==> config.mk <==
export PLATFORM = sky130hd
export DESIGN_NAME = qtg_fifo
export DESIGN_NICKNAME = d
export VERILOG_FILES = /design/src/rtl/core/qtg_pkg.sv /design/src/rtl/core/qtg_fifo.sv
export VERILOG_INCLUDE_DIRS = /design/src /design/src/rtl/core
export SDC_FILE = /design/constraint.sdc
export NUM_CORES = 1
export LEC_CHECK = 0
export BUFFER_PORTS_ARGS = -buffer_cell sky130_fd_sc_hd__buf_2
export CAP_MARGIN = 30
export CORE_MARGIN = 2
export CORE_UTILIZATION = 51
export CTS_CLUSTER_DIAMETER = 150
export DETAILED_ROUTE_END_ITERATION = 12
export PLACE_DENSITY_LB_ADDON = 0.25
export SYNTH_ARGS = -nofsm -noshare
export SYNTH_HDL_FRONTEND = slang
export SYNTH_SLANG_ARGS = --single-unit
==> constraint.sdc <==
create_clock -name clk_i -period 1.7 [get_ports clk_i]
set_input_delay 0.51 -clock clk_i [delete_from_list [all_inputs] [get_ports clk_i]]
set_output_delay 0.51 -clock clk_i [all_outputs]
set_load 0.05 [all_outputs]
==> src/rtl/core/quadrature_tone_generator_defines.svh <==
// assertion macros shared by the tone generator rtl
`ifndef QUADRATURE_TONE_GENERATOR_DEFINES_SVH
`define QUADRATURE_TONE_GENERATOR_DEFINES_SVH

// immediate-cycle check, quiet while reset is asserted
`define QTG_ASSERT(name, prop, msg) \
  name: assert property (@(posedge clk_i) disable iff (!rst_ni) prop) \
    else $error(msg);

// check that a condition holds in the cycle after a trigger
`define QTG_ASSERT_NEXT(name, pre, post, msg) \
  `QTG_ASSERT(name, (pre) |=> (post), msg)

`endif

==> src/rtl/core/qtg_pkg.sv <==
// shared types and constants of the quadrature tone generator
package qtg_pkg;

  // fixed-point constants, q1.30
  localparam logic [30:0] ONE_Q30  = 31'h4000_0000;
  localparam logic [30:0] PIO2_Q30 = 31'd1686629713;

  // series divisors, horner order
  localparam int unsigned SIN_TERMS = 6;
  localparam int unsigned COS_TERMS = 5;
  localparam int unsigned SIN_DIV [SIN_TERMS] = '{156, 110, 72, 42, 20, 6};
  localparam int unsigned COS_DIV [COS_TERMS] = '{132, 90, 56, 30, 12};

  // queue between front and back
  localparam int unsigned FIFO_DEPTH = 4;
  localparam int unsigned FIFO_AW    = 2;

  typedef enum logic [1:0] {
    REG_PHASE_STEP   = 2'd0,
    REG_AMPLITUDE    = 2'd1,
    REG_SAMPLE_COUNT = 2'd2,
    REG_UNUSED       = 2'd3
  } qtg_reg_e;

  typedef enum logic [1:0] {
    QUAD_0 = 2'd0,
    QUAD_1 = 2'd1,
    QUAD_2 = 2'd2,
    QUAD_3 = 2'd3
  } qtg_quad_e;

  typedef struct packed {
    logic [31:0] phase_step;
    logic [15:0] amplitude_scale;
    logic [24:0] record_len;
  } qtg_cfg_t;

  // one classified item: 32-bit phase of the sample and its last flag
  typedef struct packed {
    logic [31:0] phase;
    logic        last;
  } qtg_item_t;

  // sideband that travels beside the trig pipeline
  typedef struct packed {
    qtg_quad_e   quad;
    logic        last;
    logic [30:0] t;
    logic [31:0] t2;
  } qtg_side_t;

endpackage

==> src/rtl/core/qtg_fifo.sv <==
// short item queue between front and back
module qtg_fifo (
  input  logic               clk_i,
  input  logic               rst_ni,
  input  logic               push_i,
  input  qtg_pkg::qtg_item_t item_i,
  output logic               full_o,
  output logic               valid_o,
  input  logic               pop_i,
  output qtg_pkg::qtg_item_t item_o
);
  import qtg_pkg::*;

  `include "quadrature_tone_generator_defines.svh"

  qtg_item_t          mem_q [FIFO_DEPTH];
  logic [FIFO_AW-1:0] wr_ptr_q, rd_ptr_q;
  logic [FIFO_AW:0]   count_q;

  assign full_o  = (count_q == (FIFO_AW + 1)'(FIFO_DEPTH));
  assign valid_o = (count_q != '0);
  assign item_o  = mem_q[rd_ptr_q];

  always_ff @(posedge clk_i) begin
    if (push_i) begin
      mem_q[wr_ptr_q] <= item_i;
    end
  end

  always_ff @(posedge clk_i or negedge rst_ni) begin
    if (!rst_ni) begin
      wr_ptr_q <= '0;
      rd_ptr_q <= '0;
      count_q  <= '0;
    end else begin
      if (push_i) begin
        wr_ptr_q <= wr_ptr_q + FIFO_AW'(1);
      end
      if (pop_i) begin
        rd_ptr_q <= rd_ptr_q + FIFO_AW'(1);
      end
      case ({push_i, pop_i})
        2'b10:   count_q <= count_q + (FIFO_AW + 1)'(1);
        2'b01:   count_q <= count_q - (FIFO_AW + 1)'(1);
        default: count_q <= count_q;
      endcase
    end
  end

  `QTG_ASSERT(a_no_underflow, pop_i |-> count_q != '0, "queue popped while empty")
  `QTG_ASSERT(a_no_overflow, push_i |-> !full_o, "queue pushed while full")

endmodule

==> metrics.txt, run 1 <==
slew at the pin with the worst max-slew slack=0.281 ns; Achievable Freq=0.415 GHz; Seq pwr share=0.330; DRT iter0 DRCs=126; CP Cell Sequence=buf_4, buf_12, mux4_2, buf_8; Hold Vio Cnt, Final=0; Critical Path Fanout Max=8; fin crit share=1.42; GRT overflow=0; Worst EP arrival=1.90 ns; DRC viols=0; WP buf/inv=3; Gate Count Post-Synth=206; routability cong.=0.677; H-tree Lvls=4; Max-Cap Viols=0; Setup CP Type=reg -> out; number of synthesis warnings=0; # nets final=360; Mapped Area=5200 um2; Clk network pwr share=0.244; pre-CTS WS=-0.220 ns; area share of the largest cell type after synthesis=0.762; antenna diode count=0; WHS=0.214 ns; FFs w/ async S/R, synth=0.0504; EDFF count, synth=132; Initial Util=0.530; Crit path required time=1.19 ns; first drt pass iteration count=5; initial antenna violation count=0; fraction of layout cells with a size suffix above 1=0.514; Worst slew margin=0.812; setup TNS=-22.16 ns; kind of start point of the critical path=register; sw power=4.98 mW; Rows=36; CORE AREA=9820 um2; vias per cell=5.23; CTS tree=built; first-pass GRT wire length=14200 um; switching share of total power=0.348; CP peak stage delay=0.54 ns; vias post-DR=2415; leakage dissipation=2.44 nW; # fillers=651; Post-Synthesis Net Count=249; delay-heaviest family, CP=multiplexers; DRT antenna net count=0; RSZ-0062 raised after global routing=true; clock sinks=139; Synth area leaders=edfxtp_1, mux4_2, dfrtp_1, mux4_1, ha_1; failing checks=setup timing; Seq/Total Area, Yosys=0.795; most common cell in the netlist=edfxtp_1; maximum vdd drop=1.33 mV; CTS Buf Count=17; Yosys top cell by area=edfxtp_1; Slew Viols, Final=0; vias in the first global route=2625; post-layout minimum cycle time=2.41 ns; worst setup margin=-0.707 ns; largest net degree at the start of global routing=30; Chip Height=105 um; WL/cell=19.1 um; Longest Clk Path Bufs=2; clk slew on worst S/H paths=0.06 ns; flops & latches, synth=139; Tot GR Track Use=0.177; internal power=9.34 mW; I/O pins=72; Root Buffer=clkbuf_8; Layout Skew=0.00673 ns; Post-Syn Area per Cell=25.3 um2; Yosys cell types=19; Synth top cells by count=edfxtp_1, mux4_2, dfrtp_1, ha_1, mux4_1; worst-skew pair later-pin latency=0.51 ns; # setup viols final=35; die area=11000 um2; HP Class=in -> reg; combinational share of power=0.426; Worst setup EP type=output port; Crit-path slowest cell=mux4_2; outcome=finished, violations left; WL final=8840 um; detailed placer's ending HPWL=5210 um; P&R area growth vs syn=30.9%; Synth Flop Type=edfxtp_1; die span in x=105 um; IO buf count=71; P per Cell Area=2100 nW/um2
repair_timing:
item,4_1_cts,5_1_grt
hold buffers,1,0
pin swaps,1,0
setup buffers,8,3
gates cloned,2,0
hold endpoints to repair,7,0
endpoints found under the setup margin,35,35
resized for setup,82,9
placed cells by master, fill, tap and decap left out:
| cell | n |
|---|---|
| edfxtp_1 | 132 |
| o21ai_0 | 1 |
| fa_1 | 1 |
| mux2_2 | 1 |
| and2_2 | 4 |
| dfrtp_1 | 4 |
| buf_8 | 4 |
| nor2_1 | 1 |
| xnor2_1 | 3 |
| bufinv_16 | 3 |
| clkbuf_8 | 1 |
| inv_1 | 3 |
| or3_4 | 1 |
| nor3b_2 | 1 |
| buf_4 | 14 |
| buf_2 | 36 |
| clkinv_1 | 4 |
| inv_6 | 1 |
| clkinvlp_4 | 1 |
| ha_1 | 5 |
| mux4_2 | 33 |
| clkinv_2 | 3 |
| clkbuf_16 | 16 |
| xor2_1 | 3 |
| nand2_1 | 2 |
| buf_6 | 33 |
| clkinv_4 | 2 |
| dlygate4sd3_1 | 1 |
| buf_12 | 12 |
| dfrtp_2 | 3 |
layer usage:
layer / track usage / wire [um] / vias to the layer above
met5: 0 / 0 / -
met4: 0.0676 / 73 / 0
met3: 0.0568 / 476 / 8
met2: 0.274 / 4470 / 80
met1: 0.238 / 3820 / 1239
li1: - / - / 1088
flip-flops by register name, indices dropped and copies added, names as in the netlist:
name	cells
mem_q	132
count_q	3
rd_ptr_q	2
wr_ptr_q	2
final timing paths:
path	cells after the start	start	to	slack, ns
worst max-delay path	4	rd_ptr_q[0]	item_o[23]	-0.71
worst min-delay path	1	item_i[27]	mem_q[0][27]	0.21
worst max register to register	5	count_q[0]	count_q[2]	0.19
worst min register to register	1	wr_ptr_q[0]	wr_ptr_q[0]	0.55
max in group asynchronous	2	rst_ni	rd_ptr_q[1]	1.15
min in group asynchronous	2	rst_ni	count_q[1]	0.37
through the flow:
stage / util / cell area [um2] / power, mW / std cells
CTS: 0.696 / 6830 / 14.5 / 462
global placement: 0.604 / 5930 / 9.78 / 421
detailed placement: 0.604 / 5930 / 9.83 / 421
global route: 0.694 / 6820 / 14.9 / 462
floorplan: - / 5220 / 8.53 / 206
finish: 0.694 / 6820 / 14.3 / 462
power groups by stage:
stage	Sequential [mW]	Clock [mW]	Combinational, mW
after global placement	4.76	0	5.02
after global routing	4.79	3.69	6.43
final	4.73	3.49	6.10
after detailed placement	4.81	0	5.02
after CTS	4.72	3.54	6.23
after floorplan	4.69	0	3.84
cells by family (layout without fill, tap and decap cells):
logic type / count (synthesis) / in the layout / synth area share
compound gates: 1 / 1 / 0.000961
xor+xnor: 6 / 6 / 0.0101
fa+ha+maj: 6 / 6 / 0.0159
buf+inv: 11 / 134 / 0.0197
flops: 139 / 139 / 0.795
mux: 34 / 34 / 0.149
simple gates: 9 / 9 / 0.00962
final cells by class:
| type | count | area, um2 | share of cell area |
|---|---|---|---|
| Clock buffer | 17 | 414 | 0.0608 |
| Clock inverter | 14 | 154 | 0.0226 |
| Inverter | 3 | 11.3 | 0.00165 |
| Multi-Input combinational cell | 56 | 960 | 0.141 |
| Sequential cell | 139 | 4140 | 0.608 |
| Tap cell | 133 | 166 | 0.0244 |
| Timing Repair Buffer | 100 | 967 | 0.142 |
Note: power is estimated with default switching activity, not from simulation.
==> run 2: changes to the inputs <==
--- a/config.mk
+++ b/config.mk
@@ -8,10 +8,10 @@
 export LEC_CHECK = 0
 export BUFFER_PORTS_ARGS = -buffer_cell sky130_fd_sc_hd__buf_2
 export CAP_MARGIN = 30
-export CORE_MARGIN = 2
-export CORE_UTILIZATION = 51
+export CORE_UTILIZATION = 56
 export CTS_CLUSTER_DIAMETER = 150
 export DETAILED_ROUTE_END_ITERATION = 12
+export GPL_TIMING_DRIVEN = 0
 export PLACE_DENSITY_LB_ADDON = 0.25
 export SYNTH_ARGS = -nofsm -noshare
 export SYNTH_HDL_FRONTEND = slang
==> constraint.sdc (replaced) <==
create_clock -name clk_i -period 2.3 [get_ports clk_i]
set_input_delay 0.69 -clock clk_i [delete_from_list [all_inputs] [get_ports clk_i]]
set_output_delay 0.69 -clock clk_i [all_outputs]
set_load 0.05 [all_outputs]
==> run 2 against run 1 <==
Against the previous run: the run ends with DRC, setup timing left; combinational power down 30%; clock power down 27%; worst hold slack better by 0.18 ns; setup slack better by 0.39 ns; critical path depth unchanged; critical path type unchanged; power down 28%; cell count down 8.4%; wire length up 1.7%; global-route usage up 2.2 points; count of clock-buffer cells in the layout up 1; first-iteration DRC count up 13%.
==> metrics.txt, run 2 (synthesized netlist as in run 1, its figures left out) <==
Tot GR Track Use=0.199 (+0.0220); initial antenna violation count=0 (unchanged); Layout Skew=0.0142 ns (+0.00744 ns); CORE AREA=8850 um2 (-9.9%); Achievable Freq=0.382 GHz; worst-skew pair later-pin latency=0.50 ns (about the same); max reg flops=132 (unchanged); Largest regs=mem_q (132), count_q (3); worst r2r src=wr_ptr_q[0]; Chip Height=98.4 um (-6.3%); DRC viols=4 (+4); worst setup margin=-0.318 ns (+0.389 ns); most common cell after layout, fill and taps aside=edfxtp_1; WL final=8990 um (+1.7%); CTS tree=built; WL/cell=21.2 um (+11%); Final Instance Area=6570 um2 (-3.7%); hold depth=1 (unchanged); P per Cell Area=1570 nW/um2 (-25%); WHS=0.399 ns (+0.184 ns); leakage dissipation=2.33 nW (-4.7%); HP Class=in -> reg; pre-CTS WS=0.174 ns (+0.394 ns); Initial Util=0.588 (+0.0582); I/O pins=72 (unchanged); first drt pass iteration count=10 (+5); RSZ-0062 raised after global routing=true; outcome=finished, violations left; die area=9680 um2 (-12%); Worst setup EP type=output port; vias in the first global route=2504 (-4.6%); Slew Viols, Final=0 (unchanged); post-layout minimum cycle time=2.62 ns; clk slew on worst S/H paths=0.06 ns (about the same); P&R area growth vs syn=26.1%; fin crit share=1.14; CTS Buf Count=17 (unchanged); Hold Crit Endpoint=mem_q[1][18]; Root Buffer=clkbuf_8; DRT antenna net count=0 (unchanged); vias post-DR=2355 (-2.5%); Post-DP Area=5700 um2 (-3.8%); Setup CP Type=reg -> out; Hold Vio Cnt, Final=0 (unchanged); # setup viols final=33 (-5.7%); Core Util, Final=0.742 (+0.0479); Rows=34 (-5.6%); IO buf count=71 (unchanged); fraction of layout cells with a size suffix above 1=0.483 (-0.0311); Critical Path Fanout Max=7 (-1); GRT overflow=0 (unchanged); antenna diode count=0 (unchanged); # nets final=345 (-4.2%); routability cong.=0.648 (-4.2%); slew at the pin with the worst max-slew slack=0.919 ns (+0.638 ns); commonest cells after routing, fill and taps aside=edfxtp_1, buf_2, buf_6; Longest Clk Path Bufs=2 (unchanged); Worst slew margin=0.387 (-0.425); vias per cell=5.57 (+6.5%); Worst EP arrival=1.93 ns (+0.03 ns); kind of start point of the critical path=register; Worst Reg2Reg Path Length in Cells=3 (-2); Max-Cap Viols=0 (unchanged); reg-to-reg endpoint=mem_q[0][2]; maximum vdd drop=0.831 mV (-38%); largest net degree at the start of global routing=34 (+13%); R2R Setup Slk=0.46 ns (+0.27 ns); Design Power=10.3 mW (-28%); detailed placer's ending HPWL=4950 um (-5.1%); DRT iter0 DRCs=143 (+13%); register with the highest flop count=mem_q; H-tree Lvls=4 (unchanged); HP Start=item_i[18]; first-pass GRT wire length=13600 um (-4.6%); failing checks=DRC, setup timing; Crit path required time=1.61 ns (+0.42 ns); die span in x=98.4 um (-6.3%); clock sinks=139 (unchanged)
run 2: cell types whose count changed in the layout (fill, tap and decap cells not counted), moves of 2 or more:
cell / before / now
dfrtp_2: 3 / 1
buf_4: 14 / 4
inv_6: 1 / 3
dfrtp_1: 4 / 6
buf_8: 4 / 1
buf_2: 36 / 38
clkinv_1: 4 / 2
clkbuf_16: 16 / 18
buf_12: 12 / 4
clkinvlp_4: 1 / 5
clkinv_2: 3 / 1
run 2: final cells by class:
type | instances | area [um2]
plain buffers | 8 | 106
clock buffers | 18 | 418
clock inverters | 14 | 145
fillers | 508 | 2280
inverters | 3 | 11.3
multi-input cells | 56 | 950
flip-flops and latches | 139 | 4140
well taps | 108 | 135
repair buffers | 77 | 659
run 2: metal layers:
layer  vias up  share of wire  track usage  wire length [um]
li1       1053              -            -                 -
met1      1231           0.43        0.253              3900
met2        69           0.52        0.332              4690
met3         2          0.039       0.0652               353
met4         0         0.0038       0.0620                34
met5         -              0            0                 0
run 2: repair_timing:
action,in CTS,in global routing
resized for setup,75,3
pin swaps,0,0
setup buffers,3,0
setup endpoints to repair,33,34
hold buffers,1,0
gates cloned,0,2
endpoints found under the hold margin,3,0
run 2: power by group:
part / switching [mW] / internal, mW / leakage, nW
Sequential: 0.155 / 3.34 / 1.29
Combinational: 2.55 / 1.75 / 0.774
Clock: 1.00 / 1.54 / 0.259
run 2: critical path, stage by stage, from the launching register on:
cell and delay, ns:
dfrtp_1 0.37, buf_8 0.18, buf_12 0.14, mux4_2 0.55, buf_6 0.18
run 2: worst max-delay path by stage:
| stage | start | to | cells after the start |
|---|---|---|---|
| 3_5_place_dp | rd_ptr_q[0] | item_o[11] | 4 |
| 2_1_floorplan | count_q[0] | full_o | 1 |
| 4_1_cts | rd_ptr_q[0] | item_o[11] | 4 |
| 3_3_place_gp | push_i | mem_q[0][22] | 2 |
| 6_report | rd_ptr_q[0] | item_o[11] | 4 |
| 5_1_grt | rd_ptr_q[0] | item_o[11] | 4 |
run 2: through the flow:
step                      std cells  setup TNS (ns)
final                           423           -9.11
after global routing            423          -12.04
after CTS                       421           -7.98
after detailed placement        385               0
after global placement          385          -48.46
after floorplan                 206               0
